$ cat src/sv/snfcs_pkg.sv
// Shared types, constants and result builders of the SPI NOR flash command sequencer.
package snfcs_pkg;

    localparam int PAGE_BYTES  = 256;
    localparam int PAGE_LG     = $clog2(PAGE_BYTES);
    localparam int CHUNK_W     = PAGE_LG + 1;
    localparam int ADDR_W      = 24;
    localparam int CNT_W       = 25;
    localparam int ID_W        = 24;
    localparam int MAX_RESULTS = 5;
    localparam int IDX_W       = $clog2(MAX_RESULTS);
    localparam int RES_CNT_W   = $clog2(MAX_RESULTS + 1);

    localparam logic [ID_W-1:0] ID_RESET = 24'hEF4015;

    // SPI NOR command bytes
    localparam logic [7:0] CMD_PAGE_PROG  = 8'h02;
    localparam logic [7:0] CMD_FAST_READ  = 8'h0B;
    localparam logic [7:0] CMD_WREN       = 8'h06;
    localparam logic [7:0] CMD_READ_SR    = 8'h05;
    localparam logic [7:0] CMD_BLK_ERASE  = 8'hD8;
    localparam logic [7:0] CMD_CHIP_ERASE = 8'hC7;
    localparam logic [7:0] CMD_JEDEC_ID   = 8'h9F;
    localparam logic [7:0] CMD_PWR_DOWN   = 8'hB9;
    localparam logic [7:0] DUMMY_BYTE     = 8'h00;

    typedef enum logic [3:0] {
        OP_WR_BEGIN        = 4'd0,
        OP_WR_BYTE         = 4'd1,
        OP_REPLY           = 4'd2,
        OP_RD_BEGIN        = 4'd3,
        OP_RD_BYTE         = 4'd4,
        OP_RD_END          = 4'd5,
        OP_ERASE_64K       = 4'd6,
        OP_CHIP_ERASE      = 4'd7,
        OP_CHIP_ERASE_WAIT = 4'd8,
        OP_CHECK_ID        = 4'd9,
        OP_POWER_DOWN      = 4'd10,
        OP_STATUS          = 4'd11
    } t_opcode;

    typedef enum logic [2:0] {
        RPT_NONE        = 3'd0,
        RPT_DONE        = 3'd1,
        RPT_ID_MATCH    = 3'd2,
        RPT_ID_MISMATCH = 3'd3,
        RPT_PROTO_ERR   = 3'd4
    } t_report;

    typedef enum logic [2:0] {
        MODE_IDLE,
        MODE_WR_DATA,
        MODE_WR_POLL,
        MODE_RD_OPEN,
        MODE_RD_WAIT,
        MODE_CE_POLL,
        MODE_ID_WAIT,
        MODE_ST_WAIT
    } t_mode;

    typedef struct packed {
        logic [3:0]        opcode;
        logic [ADDR_W-1:0] flash_address;
        logic [CNT_W-1:0]  byte_count;
        logic [7:0]        data_byte;
    } t_req;

    typedef struct packed {
        logic       tx_valid;
        logic [7:0] tx_byte;
        logic       frame_start;
        logic       frame_end;
        logic       wants_reply;
        logic       host_valid;
        logic [7:0] host_byte;
        t_report    report;
    } t_result;

    typedef struct packed {
        logic [RES_CNT_W-1:0]           count;
        t_result [MAX_RESULTS-1:0]      res;
    } t_batch;

    localparam t_result RES_EMPTY = '0;

    // One SPI byte exchange
    function automatic t_result xfer(input logic [7:0] b, input logic fs, input logic fe,
                                     input logic wr, input t_report rep);
        t_result r;
        r             = RES_EMPTY;
        r.tx_valid    = 1'b1;
        r.tx_byte     = b;
        r.frame_start = fs;
        r.frame_end   = fe;
        r.wants_reply = wr;
        r.report      = rep;
        return r;
    endfunction

    // Byte handed back to the host
    function automatic t_result host(input logic [7:0] b);
        t_result r;
        r            = RES_EMPTY;
        r.host_valid = 1'b1;
        r.host_byte  = b;
        return r;
    endfunction

    // Report with no exchange
    function automatic t_result note(input logic fe, input t_report rep);
        t_result r;
        r           = RES_EMPTY;
        r.frame_end = fe;
        r.report    = rep;
        return r;
    endfunction

endpackage

$ cat src/sv/snfcs_if.sv
// Request, response and configuration channel interfaces.
interface snfcs_req_if;
    logic                         valid;
    logic                         ready;
    logic [3:0]                   opcode;
    logic [snfcs_pkg::ADDR_W-1:0] flash_address;
    logic [snfcs_pkg::CNT_W-1:0]  byte_count;
    logic [7:0]                   data_byte;

    modport source (output valid, opcode, flash_address, byte_count, data_byte, input ready);
    modport sink   (input valid, opcode, flash_address, byte_count, data_byte, output ready);
endinterface

interface snfcs_rsp_if;
    logic       valid;
    logic       ready;
    logic       tx_valid;
    logic [7:0] tx_byte;
    logic       frame_start;
    logic       frame_end;
    logic       wants_reply;
    logic       host_valid;
    logic [7:0] host_byte;
    logic [2:0] report;
    logic       last;

    modport source (output valid, tx_valid, tx_byte, frame_start, frame_end, wants_reply,
                    host_valid, host_byte, report, last, input ready);
    modport sink   (input valid, tx_valid, tx_byte, frame_start, frame_end, wants_reply,
                    host_valid, host_byte, report, last, output ready);
endinterface

interface snfcs_cfg_if;
    logic                       valid;
    logic                       ready;
    logic [snfcs_pkg::ID_W-1:0] data;

    modport source (output valid, data, input ready);
    modport sink   (input valid, data, output ready);
endinterface

$ cat src/sv/snfcs_in_reg.sv
// Input register that holds one accepted request until the decoder takes it.
module snfcs_in_reg (
    input  logic            i_clk,
    input  logic            i_rst_n,
    snfcs_req_if.sink       i_req,
    input  logic            i_take,
    output logic            o_valid,
    output snfcs_pkg::t_req o_item
);
    import snfcs_pkg::*;

    logic r_valid;
    t_req r_item;

    assign i_req.ready = !r_valid || i_take;
    assign o_valid     = r_valid;
    assign o_item      = r_item;

    always_ff @(posedge i_clk) begin
        if (!i_rst_n) begin
            r_valid <= 1'b0;
        end else if (i_req.ready) begin
            r_valid <= i_req.valid;
        end
    end

    always_ff @(posedge i_clk) begin
        if (i_req.valid && i_req.ready) begin
            r_item.opcode        <= i_req.opcode;
            r_item.flash_address <= i_req.flash_address;
            r_item.byte_count    <= i_req.byte_count;
            r_item.data_byte     <= i_req.data_byte;
        end
    end

endmodule

$ cat src/sv/snfcs_decode.sv
// Sequencer state and combinational request decode into a batch of results.
module snfcs_decode (
    input  logic              i_clk,
    input  logic              i_rst_n,
    snfcs_cfg_if.sink         i_cfg,
    input  logic              i_item_valid,
    input  snfcs_pkg::t_req   i_item,
    input  logic              i_load_ready,
    output logic              o_take,
    output snfcs_pkg::t_batch o_batch
);
    import snfcs_pkg::*;

    t_mode               r_mode, n_mode;
    logic [ADDR_W-1:0]   r_cur_addr, n_cur_addr;
    logic [CNT_W-1:0]    r_bytes_rem, n_bytes_rem;
    logic [CHUNK_W-1:0]  r_chunk_rem, n_chunk_rem;
    logic [1:0]          r_id_idx, n_id_idx;
    logic                r_id_mism, n_id_mism;
    logic [ID_W-1:0]     r_expected_id;

    logic [ADDR_W-1:0]   chunk_addr;
    logic [CNT_W-1:0]    chunk_total;
    logic [CNT_W-1:0]    room;
    logic [CNT_W-1:0]    chunk_len;
    logic [7:0]          id_byte;
    logic                id_mism;
    logic                bad;
    t_batch              n_batch;

    assign i_cfg.ready = 1'b1;
    assign o_take      = i_item_valid && i_load_ready;
    assign o_batch     = n_batch;

    // Write enable, page program and the three address bytes of one page chunk
    function automatic t_batch chunk_batch(input logic [ADDR_W-1:0] a);
        t_batch b;
        b        = '0;
        b.count  = RES_CNT_W'(5);
        b.res[0] = xfer(CMD_WREN, 1'b1, 1'b1, 1'b0, RPT_NONE);
        b.res[1] = xfer(CMD_PAGE_PROG, 1'b1, 1'b0, 1'b0, RPT_NONE);
        b.res[2] = xfer(a[23:16], 1'b0, 1'b0, 1'b0, RPT_NONE);
        b.res[3] = xfer(a[15:8], 1'b0, 1'b0, 1'b0, RPT_NONE);
        b.res[4] = xfer(a[7:0], 1'b0, 1'b0, 1'b0, RPT_NONE);
        return b;
    endfunction

    // Chunk length: bytes left, cut at the next page boundary
    always_comb begin
        if (i_item.opcode == OP_WR_BEGIN) begin
            chunk_addr  = i_item.flash_address;
            chunk_total = i_item.byte_count;
        end else begin
            chunk_addr  = r_cur_addr;
            chunk_total = r_bytes_rem;
        end
        room      = CNT_W'(PAGE_BYTES) - CNT_W'(chunk_addr[PAGE_LG-1:0]);
        chunk_len = (chunk_total < room) ? chunk_total : room;
    end

    always_comb begin
        case (r_id_idx)
            2'd0:    id_byte = r_expected_id[23:16];
            2'd1:    id_byte = r_expected_id[15:8];
            default: id_byte = r_expected_id[7:0];
        endcase
        id_mism = r_id_mism || (id_byte != i_item.data_byte);
    end

    always_comb begin
        n_mode      = r_mode;
        n_cur_addr  = r_cur_addr;
        n_bytes_rem = r_bytes_rem;
        n_chunk_rem = r_chunk_rem;
        n_id_idx    = r_id_idx;
        n_id_mism   = r_id_mism;
        n_batch     = '0;
        bad         = 1'b0;

        unique case (i_item.opcode) inside
            OP_WR_BEGIN: begin
                if (r_mode != MODE_IDLE) begin
                    bad = 1'b1;
                end else if (i_item.byte_count == '0) begin
                    n_batch.count  = RES_CNT_W'(1);
                    n_batch.res[0] = note(1'b0, RPT_DONE);
                end else begin
                    n_cur_addr  = i_item.flash_address;
                    n_bytes_rem = i_item.byte_count;
                    n_chunk_rem = chunk_len[CHUNK_W-1:0];
                    n_batch     = chunk_batch(i_item.flash_address);
                    n_mode      = MODE_WR_DATA;
                end
            end
            OP_WR_BYTE: begin
                if (r_mode != MODE_WR_DATA || r_chunk_rem == '0) begin
                    bad = 1'b1;
                end else begin
                    n_chunk_rem = r_chunk_rem - CHUNK_W'(1);
                    n_bytes_rem = r_bytes_rem - CNT_W'(1);
                    n_cur_addr  = r_cur_addr + ADDR_W'(1);
                    if (r_chunk_rem != CHUNK_W'(1)) begin
                        n_batch.count  = RES_CNT_W'(1);
                        n_batch.res[0] = xfer(i_item.data_byte, 1'b0, 1'b0, 1'b0, RPT_NONE);
                    end else begin
                        // last byte of the page: close the frame and start polling
                        n_batch.count  = RES_CNT_W'(3);
                        n_batch.res[0] = xfer(i_item.data_byte, 1'b0, 1'b1, 1'b0, RPT_NONE);
                        n_batch.res[1] = xfer(CMD_READ_SR, 1'b1, 1'b0, 1'b0, RPT_NONE);
                        n_batch.res[2] = xfer(DUMMY_BYTE, 1'b0, 1'b1, 1'b1, RPT_NONE);
                        n_mode         = MODE_WR_POLL;
                    end
                end
            end
            OP_REPLY: begin
                if (r_mode == MODE_WR_POLL || r_mode == MODE_CE_POLL) begin
                    if (i_item.data_byte[0]) begin
                        n_batch.count  = RES_CNT_W'(2);
                        n_batch.res[0] = xfer(CMD_READ_SR, 1'b1, 1'b0, 1'b0, RPT_NONE);
                        n_batch.res[1] = xfer(DUMMY_BYTE, 1'b0, 1'b1, 1'b1, RPT_NONE);
                    end else if (r_mode == MODE_CE_POLL || r_bytes_rem == '0) begin
                        n_batch.count  = RES_CNT_W'(1);
                        n_batch.res[0] = note(1'b0, RPT_DONE);
                        n_mode         = MODE_IDLE;
                    end else begin
                        n_chunk_rem = chunk_len[CHUNK_W-1:0];
                        n_batch     = chunk_batch(r_cur_addr);
                        n_mode      = MODE_WR_DATA;
                    end
                end else if (r_mode == MODE_RD_WAIT) begin
                    n_batch.count  = RES_CNT_W'(1);
                    n_batch.res[0] = host(i_item.data_byte);
                    n_mode         = MODE_RD_OPEN;
                end else if (r_mode == MODE_ST_WAIT) begin
                    n_batch.count  = RES_CNT_W'(1);
                    n_batch.res[0] = host(i_item.data_byte);
                    n_mode         = MODE_IDLE;
                end else if (r_mode == MODE_ID_WAIT) begin
                    n_id_mism = id_mism;
                    if (r_id_idx >= 2'd2) begin
                        n_batch.count  = RES_CNT_W'(1);
                        n_batch.res[0] = note(1'b0, id_mism ? RPT_ID_MISMATCH : RPT_ID_MATCH);
                        n_id_idx       = 2'd0;
                        n_mode         = MODE_IDLE;
                    end else begin
                        n_id_idx = r_id_idx + 2'd1;
                    end
                end else begin
                    bad = 1'b1;
                end
            end
            OP_RD_BEGIN: begin
                if (r_mode != MODE_IDLE) begin
                    bad = 1'b1;
                end else begin
                    n_batch.count  = RES_CNT_W'(5);
                    n_batch.res[0] = xfer(CMD_FAST_READ, 1'b1, 1'b0, 1'b0, RPT_NONE);
                    n_batch.res[1] = xfer(i_item.flash_address[23:16], 1'b0, 1'b0, 1'b0,
                                          RPT_NONE);
                    n_batch.res[2] = xfer(i_item.flash_address[15:8], 1'b0, 1'b0, 1'b0,
                                          RPT_NONE);
                    n_batch.res[3] = xfer(i_item.flash_address[7:0], 1'b0, 1'b0, 1'b0,
                                          RPT_NONE);
                    n_batch.res[4] = xfer(DUMMY_BYTE, 1'b0, 1'b0, 1'b0, RPT_NONE);
                    n_mode         = MODE_RD_OPEN;
                end
            end
            OP_RD_BYTE: begin
                if (r_mode != MODE_RD_OPEN) begin
                    bad = 1'b1;
                end else begin
                    n_batch.count  = RES_CNT_W'(1);
                    n_batch.res[0] = xfer(DUMMY_BYTE, 1'b0, 1'b0, 1'b1, RPT_NONE);
                    n_mode         = MODE_RD_WAIT;
                end
            end
            OP_RD_END: begin
                if (r_mode != MODE_RD_OPEN) begin
                    bad = 1'b1;
                end else begin
                    n_batch.count  = RES_CNT_W'(1);
                    n_batch.res[0] = note(1'b1, RPT_DONE);
                    n_mode         = MODE_IDLE;
                end
            end
            OP_ERASE_64K: begin
                if (r_mode != MODE_IDLE) begin
                    bad = 1'b1;
                end else begin
                    n_batch.count  = RES_CNT_W'(5);
                    n_batch.res[0] = xfer(CMD_WREN, 1'b1, 1'b1, 1'b0, RPT_NONE);
                    n_batch.res[1] = xfer(CMD_BLK_ERASE, 1'b1, 1'b0, 1'b0, RPT_NONE);
                    n_batch.res[2] = xfer(i_item.flash_address[23:16], 1'b0, 1'b0, 1'b0,
                                          RPT_NONE);
                    n_batch.res[3] = xfer(i_item.flash_address[15:8], 1'b0, 1'b0, 1'b0,
                                          RPT_NONE);
                    n_batch.res[4] = xfer(i_item.flash_address[7:0], 1'b0, 1'b1, 1'b0,
                                          RPT_DONE);
                end
            end
            OP_CHIP_ERASE, OP_CHIP_ERASE_WAIT: begin
                if (r_mode != MODE_IDLE) begin
                    bad = 1'b1;
                end else begin
                    n_batch.res[0] = xfer(CMD_WREN, 1'b1, 1'b1, 1'b0, RPT_NONE);
                    if (i_item.opcode == OP_CHIP_ERASE) begin
                        n_batch.count  = RES_CNT_W'(2);
                        n_batch.res[1] = xfer(CMD_CHIP_ERASE, 1'b1, 1'b1, 1'b0, RPT_DONE);
                    end else begin
                        n_batch.count  = RES_CNT_W'(4);
                        n_batch.res[1] = xfer(CMD_CHIP_ERASE, 1'b1, 1'b1, 1'b0, RPT_NONE);
                        n_batch.res[2] = xfer(CMD_READ_SR, 1'b1, 1'b0, 1'b0, RPT_NONE);
                        n_batch.res[3] = xfer(DUMMY_BYTE, 1'b0, 1'b1, 1'b1, RPT_NONE);
                        n_mode         = MODE_CE_POLL;
                    end
                end
            end
            OP_CHECK_ID: begin
                if (r_mode != MODE_IDLE) begin
                    bad = 1'b1;
                end else begin
                    n_batch.count  = RES_CNT_W'(4);
                    n_batch.res[0] = xfer(CMD_JEDEC_ID, 1'b1, 1'b0, 1'b0, RPT_NONE);
                    n_batch.res[1] = xfer(DUMMY_BYTE, 1'b0, 1'b0, 1'b1, RPT_NONE);
                    n_batch.res[2] = xfer(DUMMY_BYTE, 1'b0, 1'b0, 1'b1, RPT_NONE);
                    n_batch.res[3] = xfer(DUMMY_BYTE, 1'b0, 1'b1, 1'b1, RPT_NONE);
                    n_id_idx       = 2'd0;
                    n_id_mism      = 1'b0;
                    n_mode         = MODE_ID_WAIT;
                end
            end
            OP_POWER_DOWN: begin
                if (r_mode != MODE_IDLE) begin
                    bad = 1'b1;
                end else begin
                    n_batch.count  = RES_CNT_W'(1);
                    n_batch.res[0] = xfer(CMD_PWR_DOWN, 1'b1, 1'b1, 1'b0, RPT_DONE);
                end
            end
            OP_STATUS: begin
                if (r_mode != MODE_IDLE) begin
                    bad = 1'b1;
                end else begin
                    n_batch.count  = RES_CNT_W'(2);
                    n_batch.res[0] = xfer(CMD_READ_SR, 1'b1, 1'b0, 1'b0, RPT_NONE);
                    n_batch.res[1] = xfer(DUMMY_BYTE, 1'b0, 1'b1, 1'b1, RPT_NONE);
                    n_mode         = MODE_ST_WAIT;
                end
            end
            default: begin
                bad = 1'b1;
            end
        endcase

        // misplaced or unknown opcode: state already held, report only
        if (bad) begin
            n_batch        = '0;
            n_batch.count  = RES_CNT_W'(1);
            n_batch.res[0] = note(1'b0, RPT_PROTO_ERR);
        end
    end

    always_ff @(posedge i_clk) begin
        if (!i_rst_n) begin
            r_mode      <= MODE_IDLE;
            r_cur_addr  <= '0;
            r_bytes_rem <= '0;
            r_chunk_rem <= '0;
            r_id_idx    <= '0;
            r_id_mism   <= 1'b0;
        end else if (o_take) begin
            r_mode      <= n_mode;
            r_cur_addr  <= n_cur_addr;
            r_bytes_rem <= n_bytes_rem;
            r_chunk_rem <= n_chunk_rem;
            r_id_idx    <= n_id_idx;
            r_id_mism   <= n_id_mism;
        end
    end

    always_ff @(posedge i_clk) begin
        if (!i_rst_n) begin
            r_expected_id <= ID_RESET;
        end else if (i_cfg.valid && i_cfg.ready) begin
            r_expected_id <= i_cfg.data;
        end
    end

    a_id_idx_idle: assert property (@(posedge i_clk) disable iff (!i_rst_n)
        r_mode != MODE_ID_WAIT |-> r_id_idx == 2'd0)
        else $error("ID byte index left nonzero outside ID wait");

    a_chunk_nonzero: assert property (@(posedge i_clk) disable iff (!i_rst_n)
        r_mode == MODE_WR_DATA |-> r_chunk_rem != '0)
        else $error("write data mode with empty chunk");

    a_batch_bound: assert property (@(posedge i_clk) disable iff (!i_rst_n)
        o_take |-> n_batch.count <= RES_CNT_W'(MAX_RESULTS))
        else $error("batch exceeds result capacity");

endmodule

$ cat src/sv/snfcs_emit.sv
// Result register that holds one batch and hands its results out one per cycle while the receiver is ready.
module snfcs_emit (
    input  logic              i_clk,
    input  logic              i_rst_n,
    input  logic              i_load,
    input  snfcs_pkg::t_batch i_batch,
    output logic              o_load_ready,
    snfcs_rsp_if.source       o_rsp
);
    import snfcs_pkg::*;

    logic             r_busy;
    logic [IDX_W-1:0] r_idx;
    t_batch           r_batch;
    t_result          cur;
    logic             at_last;
    logic             fire;

    assign cur     = r_batch.res[r_idx];
    assign at_last = (RES_CNT_W'(r_idx) + RES_CNT_W'(1)) == r_batch.count;
    assign fire    = r_busy && o_rsp.ready;

    assign o_load_ready = !r_busy || (fire && at_last);

    assign o_rsp.valid       = r_busy;
    assign o_rsp.tx_valid    = cur.tx_valid;
    assign o_rsp.tx_byte     = cur.tx_byte;
    assign o_rsp.frame_start = cur.frame_start;
    assign o_rsp.frame_end   = cur.frame_end;
    assign o_rsp.wants_reply = cur.wants_reply;
    assign o_rsp.host_valid  = cur.host_valid;
    assign o_rsp.host_byte   = cur.host_byte;
    assign o_rsp.report      = cur.report;
    assign o_rsp.last        = at_last;

    always_ff @(posedge i_clk) begin
        if (!i_rst_n) begin
            r_busy <= 1'b0;
            r_idx  <= '0;
        end else if (i_load) begin
            r_busy <= (i_batch.count != '0);
            r_idx  <= '0;
        end else if (fire) begin
            if (at_last) begin
                r_busy <= 1'b0;
            end
            r_idx <= r_idx + IDX_W'(1);
        end
    end

    always_ff @(posedge i_clk) begin
        if (i_load) begin
            r_batch <= i_batch;
        end
    end

    a_idx_in_batch: assert property (@(posedge i_clk) disable iff (!i_rst_n)
        r_busy |-> RES_CNT_W'(r_idx) < r_batch.count)
        else $error("result index beyond batch");

    a_load_restart: assert property (@(posedge i_clk) disable iff (!i_rst_n)
        (i_load && i_batch.count != '0) |=> (r_busy && r_idx == '0))
        else $error("loaded batch not started at first result");

endmodule

$ cat src/sv/spi_nor_flash_command_sequencer.sv
// Top level of the SPI NOR flash command sequencer.
// Path: an accepted request is held in the input register, decoded combinationally,
//   and its batch loaded into the result register once that register can take it.
// Results: a request's results (up to 5) leave the result register one per cycle while
//   the receiver is ready; the next batch loads as the last result leaves.
// Reset: synchronous, active low; mode returns to idle, counters clear, the expected
//   device ID returns to 0xEF4015. No clearing pass follows reset.
module spi_nor_flash_command_sequencer (
    input  logic        i_clk,
    input  logic        i_rst_n,
    snfcs_req_if.sink   i_req,
    snfcs_rsp_if.source o_rsp,
    snfcs_cfg_if.sink   i_cfg
);
    import snfcs_pkg::*;

    logic   item_valid;
    t_req   item;
    logic   take;
    logic   load_ready;
    t_batch batch;

    // Hold the accepted request; release it once the decoder takes it.
    snfcs_in_reg u_in_reg (
        .i_clk   (i_clk),
        .i_rst_n (i_rst_n),
        .i_req   (i_req),
        .i_take  (take),
        .o_valid (item_valid),
        .o_item  (item)
    );

    // Decode the request against the sequencer mode, advance state and build
    // the whole batch of exchanges and reports combinationally.
    snfcs_decode u_decode (
        .i_clk        (i_clk),
        .i_rst_n      (i_rst_n),
        .i_cfg        (i_cfg),
        .i_item_valid (item_valid),
        .i_item       (item),
        .i_load_ready (load_ready),
        .o_take       (take),
        .o_batch      (batch)
    );

    // Drain the batch one result per cycle while the receiver is ready; accept the
    // next batch on the cycle the last result leaves, so the pipe never stalls on its own.
    snfcs_emit u_emit (
        .i_clk        (i_clk),
        .i_rst_n      (i_rst_n),
        .i_load       (take),
        .i_batch      (batch),
        .o_load_ready (load_ready),
        .o_rsp        (o_rsp)
    );

endmodule

$ cat src/flat_wrapper.sv
// flat-port wrapper written by rule: the top's interface ports become plain ports
module spi_nor_flash_command_sequencer_flat import snfcs_pkg::*;
  (i_clk, i_rst_n, i_req_valid, i_req_opcode, i_req_flash_address, i_req_byte_count, i_req_data_byte, i_req_ready, o_rsp_valid, o_rsp_tx_valid, o_rsp_tx_byte, o_rsp_frame_start, o_rsp_frame_end, o_rsp_wants_reply, o_rsp_host_valid, o_rsp_host_byte, o_rsp_report, o_rsp_last, o_rsp_ready, i_cfg_valid, i_cfg_data, i_cfg_ready);
  snfcs_req_if i_req_i ();
  snfcs_rsp_if o_rsp_i ();
  snfcs_cfg_if i_cfg_i ();
  input  logic i_clk;
  input  logic i_rst_n;
  input wire logic [$bits(i_req_i.valid)-1:0] i_req_valid;
  input wire logic [$bits(i_req_i.opcode)-1:0] i_req_opcode;
  input wire logic [$bits(i_req_i.flash_address)-1:0] i_req_flash_address;
  input wire logic [$bits(i_req_i.byte_count)-1:0] i_req_byte_count;
  input wire logic [$bits(i_req_i.data_byte)-1:0] i_req_data_byte;
  output wire logic [$bits(i_req_i.ready)-1:0] i_req_ready;
  output wire logic [$bits(o_rsp_i.valid)-1:0] o_rsp_valid;
  output wire logic [$bits(o_rsp_i.tx_valid)-1:0] o_rsp_tx_valid;
  output wire logic [$bits(o_rsp_i.tx_byte)-1:0] o_rsp_tx_byte;
  output wire logic [$bits(o_rsp_i.frame_start)-1:0] o_rsp_frame_start;
  output wire logic [$bits(o_rsp_i.frame_end)-1:0] o_rsp_frame_end;
  output wire logic [$bits(o_rsp_i.wants_reply)-1:0] o_rsp_wants_reply;
  output wire logic [$bits(o_rsp_i.host_valid)-1:0] o_rsp_host_valid;
  output wire logic [$bits(o_rsp_i.host_byte)-1:0] o_rsp_host_byte;
  output wire logic [$bits(o_rsp_i.report)-1:0] o_rsp_report;
  output wire logic [$bits(o_rsp_i.last)-1:0] o_rsp_last;
  input wire logic [$bits(o_rsp_i.ready)-1:0] o_rsp_ready;
  input wire logic [$bits(i_cfg_i.valid)-1:0] i_cfg_valid;
  input wire logic [$bits(i_cfg_i.data)-1:0] i_cfg_data;
  output wire logic [$bits(i_cfg_i.ready)-1:0] i_cfg_ready;
  assign i_req_i.valid = i_req_valid;
  assign i_req_i.opcode = i_req_opcode;
  assign i_req_i.flash_address = i_req_flash_address;
  assign i_req_i.byte_count = i_req_byte_count;
  assign i_req_i.data_byte = i_req_data_byte;
  assign i_req_ready = i_req_i.ready;
  assign o_rsp_valid = o_rsp_i.valid;
  assign o_rsp_tx_valid = o_rsp_i.tx_valid;
  assign o_rsp_tx_byte = o_rsp_i.tx_byte;
  assign o_rsp_frame_start = o_rsp_i.frame_start;
  assign o_rsp_frame_end = o_rsp_i.frame_end;
  assign o_rsp_wants_reply = o_rsp_i.wants_reply;
  assign o_rsp_host_valid = o_rsp_i.host_valid;
  assign o_rsp_host_byte = o_rsp_i.host_byte;
  assign o_rsp_report = o_rsp_i.report;
  assign o_rsp_last = o_rsp_i.last;
  assign o_rsp_i.ready = o_rsp_ready;
  assign i_cfg_i.valid = i_cfg_valid;
  assign i_cfg_i.data = i_cfg_data;
  assign i_cfg_ready = i_cfg_i.ready;
  spi_nor_flash_command_sequencer u_core (.i_clk(i_clk), .i_rst_n(i_rst_n), .i_req(i_req_i), .o_rsp(o_rsp_i), .i_cfg(i_cfg_i));
endmodule
$ cat config.mk
export PLATFORM = sky130hd
export DESIGN_NAME = spi_nor_flash_command_sequencer_flat
export DESIGN_NICKNAME = d
export VERILOG_FILES = /design/src/sv/snfcs_pkg.sv /design/src/sv/snfcs_if.sv /design/src/sv/snfcs_in_reg.sv /design/src/sv/snfcs_decode.sv /design/src/sv/snfcs_emit.sv /design/src/sv/spi_nor_flash_command_sequencer.sv /design/src/flat_wrapper.sv
export SDC_FILE = /design/constraint.sdc
export NUM_CORES = 1
export LEC_CHECK = 0
export ABC_AREA = 1
export BUFFER_PORTS_ARGS = -buffer_cell sky130_fd_sc_hd__buf_2
export CORE_MARGIN = 4
export CORE_UTILIZATION = 60
export CTS_CLUSTER_SIZE = 8
export DETAILED_ROUTE_END_ITERATION = 12
export GPL_ROUTABILITY_DRIVEN = 0
export PLACE_DENSITY = 0.81
export SETUP_SLACK_MARGIN = 0.4
export SLEW_MARGIN = 15
export SYNTH_ARGS = -nofsm -noshare
export SYNTH_HDL_FRONTEND = slang
export SYNTH_SLANG_ARGS = --single-unit
$ cat constraint.sdc
create_clock -name i_clk -period 5.9 [get_ports i_clk]
set_clock_uncertainty 0.05 [all_clocks]
set_input_delay 0.59 -clock i_clk [delete_from_list [all_inputs] [get_ports i_clk]]
set_output_delay 0.59 -clock i_clk [all_outputs]
set_load 0.02 [all_outputs]
## Word level (Yosys, flattened, before mapping)

Index checks and enable logic that the tools add are counted.

| word-level totals | value |
|---|---|
| bits in read-only memories | 0 |
| input port bits | 90 |
| register bits after elaboration | 277 |
| output and inout bits | 28 |
| bits in latches | 0 |
| word-level logic and storage cells | 256 |
| memories | 0 |
| RAM bits | 0 |

| cells by class | value |
|---|---|
| div/mod/pow operators | 0 |
| reductions and logical operators | 34 |
| eq/ne operators | 43 |
| order comparisons | 3 |
| $mul | 0 |
| add/subtract/negate cells | 6 |
| muxes and demuxes | 114 |
| bitwise logic cells | 1 |
| shifts and indexed selects | 0 |

Operators by type and width:

| operator | count |
|---|---|
| 123-bit 2-to-1 mux | 4 |
| 96-bit 2-to-1 mux | 5 |
| 24-bit one-hot mux with 11 select lines | 1 |
| 24-bit 2-to-1 mux | 9 |
| 48-bit 2-to-1 mux | 4 |
| 24-bit one-hot mux with 8 select lines | 1 |
| 24-bit one-hot mux with 7 select lines | 1 |
| 72-bit 2-to-1 mux | 2 |
| 24-bit one-hot mux with 6 select lines | 1 |
| 25-bit 2-to-1 mux | 4 |
| 24-bit one-hot mux with 4 select lines | 1 |
| 3-bit 2-to-1 mux | 25 |
| 24-bit binary-select mux with 3-bit select | 1 |
| 9-bit 2-to-1 mux | 7 |
| 25-bit zero test | 2 |
| 25-bit one-hot mux with 2 select lines | 1 |
| 24-bit one-hot mux with 2 select lines | 1 |
| 2-bit != test (second input constant) | 16 |
| 3-bit one-hot mux with 10 select lines | 1 |
| 14-bit 2-to-1 mux | 2 |
| 3-bit one-hot mux with 9 select lines | 1 |
| 9-bit one-hot mux with 3 select lines | 1 |
| 25-bit < comparator | 1 |
| 25-bit by 1-bit subtractor with 25-bit output (second input constant) | 1 |
| other kinds (47) | 108 |

## Depth between registers and ports, before layout

Gate-level depths: netlist of run 1.

| logic depth | value |
|---|---|
| word-level depth | 14 |
| depth in mapped cells | 23 |
| mapped depth without buffers | 22 |

## By module

From an unflattened synthesis of run 1, not the netlist that was laid out.

| unflattened totals | value |
|---|---|
| cell total of the unflattened synthesis | 1798 |
| area, all modules | 14566.5 µm² |

By module, submodules not included:

| module | cells each | times used | area an instance (µm²) | sequential area each (µm²) |
|---|---|---|---|---|
| snfcs_decode | 1328 | 1 | 7684.9 | 1761.7 |
| snfcs_emit | 402 | 1 | 4998.5 | 3773.6 |
| snfcs_in_reg | 68 | 1 | 1883.1 | 1851.8 |

## Worst setup path after synthesis of run 1

Ideal clock, no wire load.

| timing | value |
|---|---|
| path type | register to register |
| start point | register u_core.u_emit.r_idx[1] |
| end point | register u_core.u_decode.r_id_idx[0] |
| required time | 5780 ps |
| clock period less this slack | 3469 ps |
| stages on the path, launching flop included | 13 |
| buffers on the path | 0 |
| arrival | 3349 ps |
| library setup time | 70 ps |
| setup slack | 2431 ps |
| cells stage by stage | dfxtp_1 > ha_1 > nor2_1 > nor2_1 > nor2_1 > nand3_1 > nand2_1 > nand2_1 > inv_1 > nand2_1 > nor2_1 > nand2_1 > a21oi_1 |

| between the ends | value |
|---|---|
| longest elaborated chain between the ends | 6 |

Ends and longest elaborated chain:

| item | line | source |
|---|---|---|
| start: declaration | snfcs_emit.sv:13 | `logic [IDX_W-1:0] r_idx;` |
| start signal: assignment | snfcs_emit.sv:47 | `r_idx <= r_idx + IDX_W'(1);` |
| 3-bit by 1-bit adder with 3-bit output | snfcs_emit.sv:20 | `assign at_last = (RES_CNT_W'(r_idx) + RES_CNT_W'(1)) == r_batch.count;` |
| 3-bit equality test | snfcs_emit.sv:20 |  |
| 1-bit logical AND | snfcs_emit.sv:23 | `assign o_load_ready = !r_busy \|\| (fire && at_last);` |
| 1-bit logical OR | snfcs_emit.sv:23 |  |
| 1-bit logical AND | snfcs_decode.sv:32 | `assign o_take = i_item_valid && i_load_ready;` |
| named net u_core.take | spi_nor_flash_command_sequencer.sv:19 | `logic take;` |
| 7-bit AND reduction (no line) | -- |  |
| end signal: assignment | snfcs_decode.sv:276 | `r_id_idx <= n_id_idx;` |
| end: declaration | snfcs_decode.sv:18 | `logic [1:0] r_id_idx, n_id_idx;` |

The timed path passes the listed nets, and every way through them passes these cells.
A chain may end at the register's enable or synchronous reset.

## Final worst setup path of run 1

| timing | value |
|---|---|
| start point | register u_core.u_in_reg.r_item (netlist bit u_core.u_in_reg.o_item[57]) |
| end point | register u_core.u_decode.r_chunk_rem[8] |

| between the ends | value |
|---|---|
| longest elaborated chain between the ends | 9 |
| elaborated cells between the ends (all ways) | 22 |
| those cells by class | add/sub (1); order compare (1); eq/ne (8); mux (9); reduce/logical (3) |

Ends and longest elaborated chain:

| item | line | source |
|---|---|---|
| start: declaration | snfcs_in_reg.sv:13 | `t_req r_item;` |
| 4-bit zero test | snfcs_decode.sv:50 | `if (i_item.opcode == OP_WR_BEGIN) begin` |
| 8-bit 2-to-1 mux | snfcs_decode.sv:50 |  |
| 9-bit by 8-bit subtractor with 10-bit output | snfcs_decode.sv:57 | `room = CNT_W'(PAGE_BYTES) - CNT_W'(chunk_addr[PAGE_LG-1:0]);` |
| 25-bit < comparator | snfcs_decode.sv:58 | `chunk_len = (chunk_total < room) ? chunk_total : room;` |
| 9-bit 2-to-1 mux | snfcs_decode.sv:58 |  |
| 9-bit 2-to-1 mux | snfcs_decode.sv:121 | `end else if (r_mode == MODE_CE_POLL \|\| r_bytes_rem == '0) begin` |
| 9-bit 2-to-1 mux | snfcs_decode.sv:117 | `if (i_item.data_byte[0]) begin` |
| 9-bit 2-to-1 mux | snfcs_decode.sv:116 | `if (r_mode == MODE_WR_POLL \|\| r_mode == MODE_CE_POLL) begin` |
| 9-bit one-hot mux with 3 select lines | snfcs_decode.sv:80 | `unique case (i_item.opcode) inside` |
| end signal: assignment | snfcs_decode.sv:275 | `r_chunk_rem <= n_chunk_rem;` |
| end: declaration | snfcs_decode.sv:17 | `logic [CHUNK_W-1:0] r_chunk_rem, n_chunk_rem;` |

Parallel ways exist; a longest one is shown, timed or not. The select of a mux whose other input is x is not followed.

==> impl_summary.md, run 1 <==
Detailed routing
Summed over all nets, wire length on met2 after detailed routing comes to between 15,000 and 20,000 µm. The residual antenna-violating net count after detailed routing is 0. After detailed routing, the average wire length per cell comes to roughly 17 µm. The first detailed-routing pass took 6 iterations. After detailed routing, the wire length on met1 is ~13,000 µm. The met3 wirelength from detailed routing is around 3300 µm. The number of remaining DRC errors is 0. The number of design-rule violations left by the first detailed-router iteration is 1,133. The overall routed net length is 33,300 µm. Routed signal wires occupy layers up through met4. The via density per instance is 5.77. The vias after detailed routing is ~12,000.

Critical path
The worst setup path is of the register to register kind. STA classifies the critical path startpoint as a register. The worst register-to-register path begins at u_core.u_in_reg.o_item[57]. The worst endpoint required time is between 6 and 7 ns. The worst endpoint data arrival time is between 3 and 4 ns. For the worst flop-to-flop path, the logic depth is 20. The timing startpoint of the critical path is u_core.u_in_reg.o_item[57]. The type of element capturing the critical path is a register.

The top fanout value on the critical path is 32. Across all register-to-register paths, the minimum setup slack is about 2.3 ns. The worst register-to-register path ends at u_core.u_decode.r_chunk_rem[8].

Logic synthesis
In the post-synthesis netlist, the biggest area contributors are sky130_fd_sc_hd__edfxtp_1 (33%), sky130_fd_sc_hd__dfxtp_1 (15%), sky130_fd_sc_hd__nand2_1 (12%). The number of distinct library cells after synthesis is 51. The largest area contributor in the netlist is sky130_fd_sc_hd__edfxtp_1. Of the post-synthesis cell area, the dominant cell type holds 0.325. The number of synthesized register bits is between 200 and 250. In this run, synthesis inferred around 130 flip-flops with an integrated enable. The average cell area after synthesis is 7.63 µm². The number of nets in the synthesized netlist is around 1,700. Of all flip-flops after synthesis, the portion carrying an async set or reset was 0.

The most frequently used flop master after synthesis is sky130_fd_sc_hd__edfxtp_1. The share of synthesized area occupied by flip-flops and latches is 0.477. Summing every instance area after synthesis gives 12,300 µm². In the synthesized netlist, the number of instances is approximately 1,600. The Yosys warning count is 0.

Timing
The count of final hold-check violations is 0. The final-report max-slew violation count is 0. The tightest slew margin relative to the limit is 0.282.

Setup violations remaining at the end of the flow were counted as 0. The final setup TNS is 0 ns. Setup repair after global routing left no endpoint under its margin.

Dividing the final minimum period by the clock period gives 0.618. The actual transition at the worst max-transition pin is approximately 1.1 ns. For this run, the top clock speed supported by timing is between 200 and 300 MHz. The worst path needs ~3.6 ns of the cycle, external delays included.

GRT
The first global-routing pass estimated between 50,000 and 60,000 µm of wire. The pin count of the biggest net entering global routing is 70. The number of antenna violations at the first check in global routing is 0.

The final global-route overflow total is 0. For this run, the total global-route usage over all layers was measured as 0.290. The number of global-route vias before repair is around 11,000.

Clocking
The number of levels in the clock H-tree is 2. Clock-pin slew was measured on the worst setup and hold paths at 0.06 ns. The deepest clock path buffer count is 3.

The clock reaches the later pin of the worst-skew pair after approximately 0.5 ns. Hold repair after CTS inserted 0 buffers. After clock tree synthesis, the setup repair step added 0 buffers. The number of resized instances in the post-cts repair step is 0. The total number of clock tree sinks is roughly 230. In this run, CTS created clock tree buffers numbering 34. The TritonCTS clock tree is built.

The library cell used as clock root buffer is sky130_fd_sc_hd__clkbuf_16.

Floorplanning
The vertical die dimension is roughly 150 µm. The core region is slightly above 20,000 µm². The number of rows created at floorplan is 52.

For this configuration, the core starts out at a cell density of 0.609. The area of the die is approximately 23,000 µm². The count of boundary I/O pins is around 120.

From left edge to right edge, the die measures 151 µm.

Flow run
The max-capacitance violation count is 0.

Final layout
The area growth from synthesis to layout is 13.5%. The share of post-route cells with drive strength above 1 is 0.115. Leaving out fill and tap cells, the most frequent cells in the layout are sky130_fd_sc_hd__nand2_1 (386), sky130_fd_sc_hd__nor2_1 (237), sky130_fd_sc_hd__inv_1 (174), sky130_fd_sc_hd__o21ai_0 (144), sky130_fd_sc_hd__edfxtp_1 (133).

The library cell used most frequently in the layout, excluding fill and tap cells, is sky130_fd_sc_hd__nand2_1. The net count of the finished layout is 1,817. The cell area after layout is between 10,000 and 15,000 µm².

Hold path
The cell count of the worst hold path is 1. The path class of the tightest hold or removal check is input port to register. The worst hold path begins at i_req_flash_address[8]. The path with the worst hold slack has its endpoint at u_core.u_in_reg.o_item[41].

Place
Buffers placed on the I/O ports in this run total around 120. The total half-perimeter wirelength after legalization and detailed placement is approximately 23,000 µm. The placement-stage cell area is between 10,000 and 15,000 µm².

Outcome
The run finished with clean final reports.

Power and ir drop
The power density relative to cell area is between 200 and 300 nW/µm². Power comes to around 0.0042 W. For this design the static power due to leakage is 6.10 nW. Across the VDD grid, the largest voltage drop is 0.000227 V.
-- final cells by class --
class	count	area [µm²]
Clock buffer	57	958
Clock inverter	2	17.5
Sequential cell	226	5860
Inverter	186	701
Timing Repair Buffer	122	626
Fill cell	1669	6230
Antenna cell	1	2.50
Tap cell	270	338
Multi-Input combinational cell	1142	5440
-- sequential cells by signal (all words and copies together), names as in the netlist --
name and count:
u_core.u_emit.r_idx 3, u_core.u_in_reg.o_item 61, u_core.u_decode.r_id_mism 1, u_core.u_decode.r_expected_id 24, u_core.u_decode.r_mode 3, u_core.u_emit.r_batch 72, u_core.u_decode.r_id_idx 2, u_core.u_emit.o_rsp.valid 1
u_core.u_decode.r_bytes_rem 25, u_core.u_in_reg.o_valid 1, u_core.u_decode.r_cur_addr 24, u_core.u_decode.r_chunk_rem 9
-- routing by layer --
layer	vias up	global-route usage
met5	-	0
met4	0	0.121
met3	110	0.0476
met2	644	0.479
met1	5247	0.382
li1	5575	-
-- cells by family (layout without fill, tap and decap cells) --
group / after synthesis / count (layout) / synth area share
compound gates: 309 / 309 / 0.142
flops: 226 / 226 / 0.477
other cells: 1 / 2 / 0.000305
xor+xnor: 19 / 19 / 0.0135
simple gates: 798 / 798 / 0.272
buf+inv: 242 / 367 / 0.0808
fa+ha+maj: 15 / 15 / 0.0153
-- stage by stage --
stage / setup WS (ns) / util / instances / hold slack (ns)
floorplan: 2.43 / - / 1610 / 0.379
global placement: 2.49 / 0.642 / 1946 / 0.389
detailed placement: 2.33 / 0.643 / 1946 / 0.393
CTS: 2.29 / 0.691 / 2005 / 0.194
global route: 1.87 / 0.691 / 2005 / 0.202
finish: 2.25 / 0.691 / 2006 / 0.203
-- cell usage after synthesis (8+ instances only) --
library cell               count
sky130_fd_sc_hd__clkbuf_1     28
sky130_fd_sc_hd__edfxtp_1    133
sky130_fd_sc_hd__nor2_1      237
sky130_fd_sc_hd__dfxtp_1      93
sky130_fd_sc_hd__inv_1       176
sky130_fd_sc_hd__o21ai_1      21
sky130_fd_sc_hd__nand4_1      14
sky130_fd_sc_hd__o221ai_1     21
sky130_fd_sc_hd__xor2_1       17
sky130_fd_sc_hd__inv_2         8
sky130_fd_sc_hd__o22ai_1      11
sky130_fd_sc_hd__o21ai_0     144
sky130_fd_sc_hd__ha_1         15
sky130_fd_sc_hd__nor3_1       19
sky130_fd_sc_hd__nand2_1     386
sky130_fd_sc_hd__nand3_1     108
sky130_fd_sc_hd__a21oi_1      84
sky130_fd_sc_hd__buf_2        17
-- worst max-delay path, stage by stage (launching register included) --
cell	delay, ns
sky130_fd_sc_hd__edfxtp_1	0.52
sky130_fd_sc_hd__nor2_4	0.28
sky130_fd_sc_hd__nand2_4	0.23
sky130_fd_sc_hd__nand2_1	0.15
sky130_fd_sc_hd__nand2_1	0.09
sky130_fd_sc_hd__ha_1	0.23
sky130_fd_sc_hd__nand2_1	0.12
sky130_fd_sc_hd__nor2_2	0.07
sky130_fd_sc_hd__nand2_1	0.06
sky130_fd_sc_hd__nand2_1	0.05
sky130_fd_sc_hd__nand2_1	0.07
sky130_fd_sc_hd__inv_1	0.05
sky130_fd_sc_hd__ha_1	0.29
sky130_fd_sc_hd__a21oi_1	0.16
sky130_fd_sc_hd__o21ai_0	0.09
sky130_fd_sc_hd__nor2_1	0.19
sky130_fd_sc_hd__nand3_1	0.33
sky130_fd_sc_hd__o21ai_0	0.26
sky130_fd_sc_hd__nor2_1	0.07
sky130_fd_sc_hd__nor2_1	0.10
sky130_fd_sc_hd__nor2_1	0.05
-- worst max path at each step --
stage	slack, ns	cells past startpoint	end
finish	2.25	20	u_core.u_decode.r_chunk_rem[8]
detailed placement	2.33	20	u_core.u_decode.r_chunk_rem[8]
CTS	2.29	20	u_core.u_decode.r_chunk_rem[8]
floorplan	2.43	12	u_core.u_decode.r_id_idx[0]
global route	1.87	21	u_core.u_decode.r_chunk_rem[2]
global placement	2.49	20	u_core.u_decode.r_chunk_rem[8]
-- power breakdown --
part           total (W)  internal (W)  switching, W  leakage (nW)
logic           0.000569      0.000181      0.000388          3.61
registers        0.00183       0.00178     0.0000524          2.02
clock network    0.00176       0.00110      0.000666         0.466
total            0.00416       0.00306       0.00111          6.10
No activity file was read; power rests on OpenSTA's default activity.
==> inputs of run 2 (changes only) <==
--- a/config.mk
+++ b/config.mk
@@ -5,14 +5,14 @@
 export SDC_FILE = /design/constraint.sdc
 export NUM_CORES = 1
 export LEC_CHECK = 0
-export ABC_AREA = 1
+export ABC_AREA = 0
 export BUFFER_PORTS_ARGS = -buffer_cell sky130_fd_sc_hd__buf_2
 export CORE_MARGIN = 4
-export CORE_UTILIZATION = 60
+export CORE_UTILIZATION = 54
 export CTS_CLUSTER_SIZE = 8
 export DETAILED_ROUTE_END_ITERATION = 12
 export GPL_ROUTABILITY_DRIVEN = 0
-export PLACE_DENSITY = 0.81
+export PLACE_DENSITY = 0.77
 export SETUP_SLACK_MARGIN = 0.4
 export SLEW_MARGIN = 15
 export SYNTH_ARGS = -nofsm -noshare
==> constraint.sdc (replaced) <==
create_clock -name i_clk -period 3.3 [get_ports i_clk]
set_clock_uncertainty 0.05 [all_clocks]
set_input_delay 0.33 -clock i_clk [delete_from_list [all_inputs] [get_ports i_clk]]
set_output_delay 0.33 -clock i_clk [all_outputs]
set_load 0.02 [all_outputs]
==> run 2 against run 1 <==
Net effect: the flow now finishes with violations (negative setup slack); via count shrank 8.1%; worst hold slack got worse by 0.19 ns; non-clock buffer count increased by 123; wire length about the same; critical path depth decreased by 3; register-to-register slack got worse by 3.3 ns; global-route usage fell by 2.5 points; clock power increased by 85%; die area is 7.7% higher; critical endpoint is now u_core.u_decode.r_chunk_rem[5]; largest cell class unchanged.
==> impl_summary.md, run 2 <==
Power and ir drop
Of the total power, the share spent switching nets is 0.247. The design internal power is ~0.0056 W. In this run the static leakage power is approximately 5.8 nW. The share of total power dissipated in sequential elements is 0.436. The switching power of the nets is approximately 0.0019 W. The maximum vdd drop is roughly 0.00055 V.

The share of total power dissipated in the clock network is 0.435. Power spread over the standard cell area amounts to just over 500 nW/µm². The combinational fraction of design power is 0.129.

Logic synthesis
Ranked by total cell area, the synthesized netlist is headed by sky130_fd_sc_hd__edfxtp_1 (33%), sky130_fd_sc_hd__dfxtp_1 (16%), sky130_fd_sc_hd__nand2_1 (5.7%). Synthesis inferred 226 register bits. The number of nets in the synthesized netlist is approximately 1,400.

Counting flops with a built-in enable in the synthesized netlist gives 133. The netlist uses just under 80 different library cells. After synthesis, the share of flip-flops with an asynchronous set or reset is 0. The most numerous cell in the Yosys netlist is sky130_fd_sc_hd__nand2_1. Counting every instance in the synthesized netlist gives 1,267. The largest area contributor in the netlist is sky130_fd_sc_hd__edfxtp_1. By count the netlist is led by sky130_fd_sc_hd__nand2_1 (182), sky130_fd_sc_hd__edfxtp_1 (133), sky130_fd_sc_hd__nor2_1 (111), sky130_fd_sc_hd__dfxtp_1 (93), sky130_fd_sc_hd__a21oi_1 (89).

The share of Yosys cell area claimed by the top area cell type is 0.334. The share of synthesized area occupied by flip-flops and latches is 0.490. Each instance of the synthesized netlist takes up on average approximately 9.4 µm². The Yosys warning count is 0. Summing every instance area after synthesis gives approximately 12,000 µm². Among all flip-flop cells after synthesis, the most frequent one is sky130_fd_sc_hd__edfxtp_1.

Clocking
Clock-pin slew was measured on the worst setup and hold paths at 0.05 ns. The number of levels in the clock H-tree is 2. The cell sitting at the root of the clock tree is a sky130_fd_sc_hd__clkbuf_16. TritonCTS built the clock tree. Counting along the longest clock path gives a buffer depth of 3. The total number of clock tree sinks is between 200 and 250. The number of CTS-inserted buffers is 34. Clock latency on the worst-skew pair, taken at its later pin, is 0.51 ns.

Timing
Setup repair after global routing could not meet its margin everywhere. The actual transition at the worst max-transition pin is around 0.98 ns. The period utilization is 1.30. Once routing completed, OpenROAD measured the worst setup slack at -0.997 ns. The final-report max-slew violation count is 0.

The count of final hold-check violations came to 0. Across all hold checks on the routed design, the worst slack comes to 0.0130 ns. The setup-violating endpoint count in the final report is 9.

The shortest period the worst path allows is around 4.3 ns. For this run, the top clock speed supported by timing is 233 MHz. Headroom to the max-slew limit came out at 0.339.

Detailed routing
The first-pass detailed-route iteration total is 7. Across all layers, the routed design uses about 11,000 vias. Once detail routing completed, the nets flagged for antenna violations numbered 0. The number of design-rule violations left by the first detailed-router iteration is about 1,300. The final layout contains routed wiring with a total length of 33,400 µm. The via density per instance is 6.04. The final routed wire length divided by cell count is roughly 19 µm. For this run, design rule violations remaining after detail routing come to 0.

GRT
Entering global routing, the biggest net connects 79 pins. Global routing finished with a remaining overflow of 0. The number of global-route vias before repair is ~10,000. The all-layer global routing usage is 0.265. The number of antenna violations at the first check in global routing was 0. The first global-routing pass estimated roughly 52,000 µm of wire.

Outcome
The flow ran to the end, but the final reports show violations. The final reports fail on negative setup slack.

Floorplanning
The vertical die dimension is 157 µm. The number of rows created at floorplan is 54. In this run the count of I/O pins placed on the die edge is 118. In this run the standard cell core region covers ~22,000 µm². For this configuration, the core starts out at a cell density of 0.548. The chip width is approximately 160 µm. The die covers ~25,000 µm².

Final layout
Counting flops per register, the top entry is u_core.u_emit.r_batch. The share of post-route cells with drive strength above 1 is 0.185. Leaving out fill and tap cells, the most frequent cells in the layout are sky130_fd_sc_hd__nand2_1 (182), sky130_fd_sc_hd__edfxtp_1 (133), sky130_fd_sc_hd__buf_2 (116), sky130_fd_sc_hd__nor2_1 (109), sky130_fd_sc_hd__dfxtp_1 (93). The number of antenna diodes is 0. Leaving out fill and tap cells, the most frequent cell in the layout is sky130_fd_sc_hd__nand2_1. The number of filler cells placed in the layout is about 1,700. The growth of design area from synthesis to finish is 23.7%. The net count of the finished layout is roughly 1,600. The finished layout holds between 1,500 and 2,000 standard cells, fillers aside. The flip-flop count of the largest register after layout is 72.

Critical path
The number of buffers and inverters on the critical path is 2. The slowest stage of the critical path belongs to the cell sky130_fd_sc_hd__or4b_4. For the worst setup path, the data arrival time is ~4.7 ns. The worst endpoint required time is 3.66 ns. The critical path runs through a total of 17 cells. The startpoint class of the critical path is a register. The family with the most delay on the worst path is compound AO/OA/AOI/OAI gates. The type of element capturing the critical path is a register. The top fanout value on the critical path is 16. The cell repeated most along the worst path is sky130_fd_sc_hd__a21o_1. The kind of critical path is register to register. The signal on the critical path passes through nor4_4 > buf_4 > mux2i_4 > ha_2 > or4b_4 > nor2_2 > xnor2_1 > mux2i_1 > ha_1 > a21o_1 > a21o_1 > a221o_1 > a211oi_4 > buf_12 > nand2_1 > a2111o_1 > o211ai_1. The worst-case reg-to-reg path depth is 17. The highest cell delay on the worst timing path is about 0.46 ns.

Place
Once detailed placement completed, the half-perimeter wirelength came to 21,900 µm. In this run, placement finished with an instance count of around 1,600. The number of port buffers is 116.

Flow run
The max-capacitance violation count is 0.

Hold path
The worst hold path belongs to the class input port to register. The worst hold path passes through 3 cells.
## run 2: changes by cell type in the layout (fill, tap and decap cells not counted), moves of 13 or more
cell	delta
sky130_fd_sc_hd__nand2_1	-204
sky130_fd_sc_hd__inv_1	-148
sky130_fd_sc_hd__nor2_1	-128
sky130_fd_sc_hd__o21ai_0	-69
sky130_fd_sc_hd__nand3_1	-68
sky130_fd_sc_hd__dlygate4sd3_1	+63
sky130_fd_sc_hd__mux2i_1	+56
sky130_fd_sc_hd__buf_4	+55
sky130_fd_sc_hd__and2_1	+20
sky130_fd_sc_hd__o221ai_1	-20
sky130_fd_sc_hd__o21ai_1	-19
sky130_fd_sc_hd__a22oi_1	+17
sky130_fd_sc_hd__nor3_1	+13
## run 2: power groups by stage
stage | logic (W) | clock network (W) | registers, W
floorplan | 0.000586 | 0 | 0.00327
global placement | 0.000848 | 0 | 0.00331
detailed placement | 0.000866 | 0 | 0.00331
CTS | 0.000933 | 0.00331 | 0.00326
global route | 0.00106 | 0.00346 | 0.00327
finish | 0.000965 | 0.00326 | 0.00326
## run 2: tightest hold or removal path, delay by kind of cell
kind	cells	cell delay, ns
mux	1	0.06
simple gates	1	0.06
buf+inv	1	0.08
## run 2: worst paths after layout
path	startpoint	to	slack [ns]
worst max-delay path	u_core.u_in_reg.o_item[59]	u_core.u_decode.r_chunk_rem[5]	-1.0
worst min-delay path	i_cfg_data[22]	u_core.u_decode.r_expected_id[22]	0.01
worst max register to register	u_core.u_in_reg.o_item[59]	u_core.u_decode.r_chunk_rem[5]	-1.0
worst min register to register	u_core.u_decode.r_expected_id[22]	u_core.u_decode.r_expected_id[22]	0.42
## run 2: logic make-up (layout without fill, tap and decap cells)
kind of cell,after synthesis,count (layout),share of synthesized area
buffers and inverters,120,334,0.0425
adders and majority gates,15,15,0.0157
AOI/OAI and AO/OA,320,320,0.174
other,1,1,0.000314
DFF,226,226,0.490
xor gates and xnor gates,24,24,0.0187
muxes,62,62,0.0553
and+or+nand+nor,499,499,0.204
## run 2: timing repair
item                                   CTS  global route
gates cloned                             0             1
endpoints found under the hold margin   63             0
setup endpoints to repair                9            19
pin swaps                                0             4
setup buffers                            1             4
gates resized for setup                  2             9
hold buffers                            63             0
## run 2: layout make-up
class,count,area (µm²),share of cell area
Sequential cell,226,5860,0.396
Multi-Input combinational cell,921,5700,0.385
Timing Repair Buffer,245,1760,0.119
Clock buffer,60,1010,0.0685
Tap cell,280,350,0.0237
Inverter,28,109,0.00736
Clock inverter,1,6.26,0.000423
## run 2: metrics by stage
stage	setup WS [ns]	util	TNS [ns]	instance area, µm²	power, W
floorplan	-1.33	-	-11.52	12000	0.00386
global placement	-0.896	0.596	-7.73	13000	0.00416
detailed placement	-0.983	0.596	-8.63	13000	0.00418
CTS	-0.963	0.672	-8.40	14700	0.00750
global route	-1.19	0.678	-10.32	14800	0.00779
finish	-0.997	0.678	-8.65	14800	0.00749
## run 2: metal layers
| layer | wire length, µm | vias up | track usage |
|---|---|---|---|
| met5 | 0 | - | 0 |
| met4 | 957 | 0 | 0.0843 |
| met3 | 2500 | 91 | 0.0418 |
| met2 | 15800 | 499 | 0.428 |
| met1 | 14100 | 5003 | 0.370 |
| li1 | - | 5040 | - |
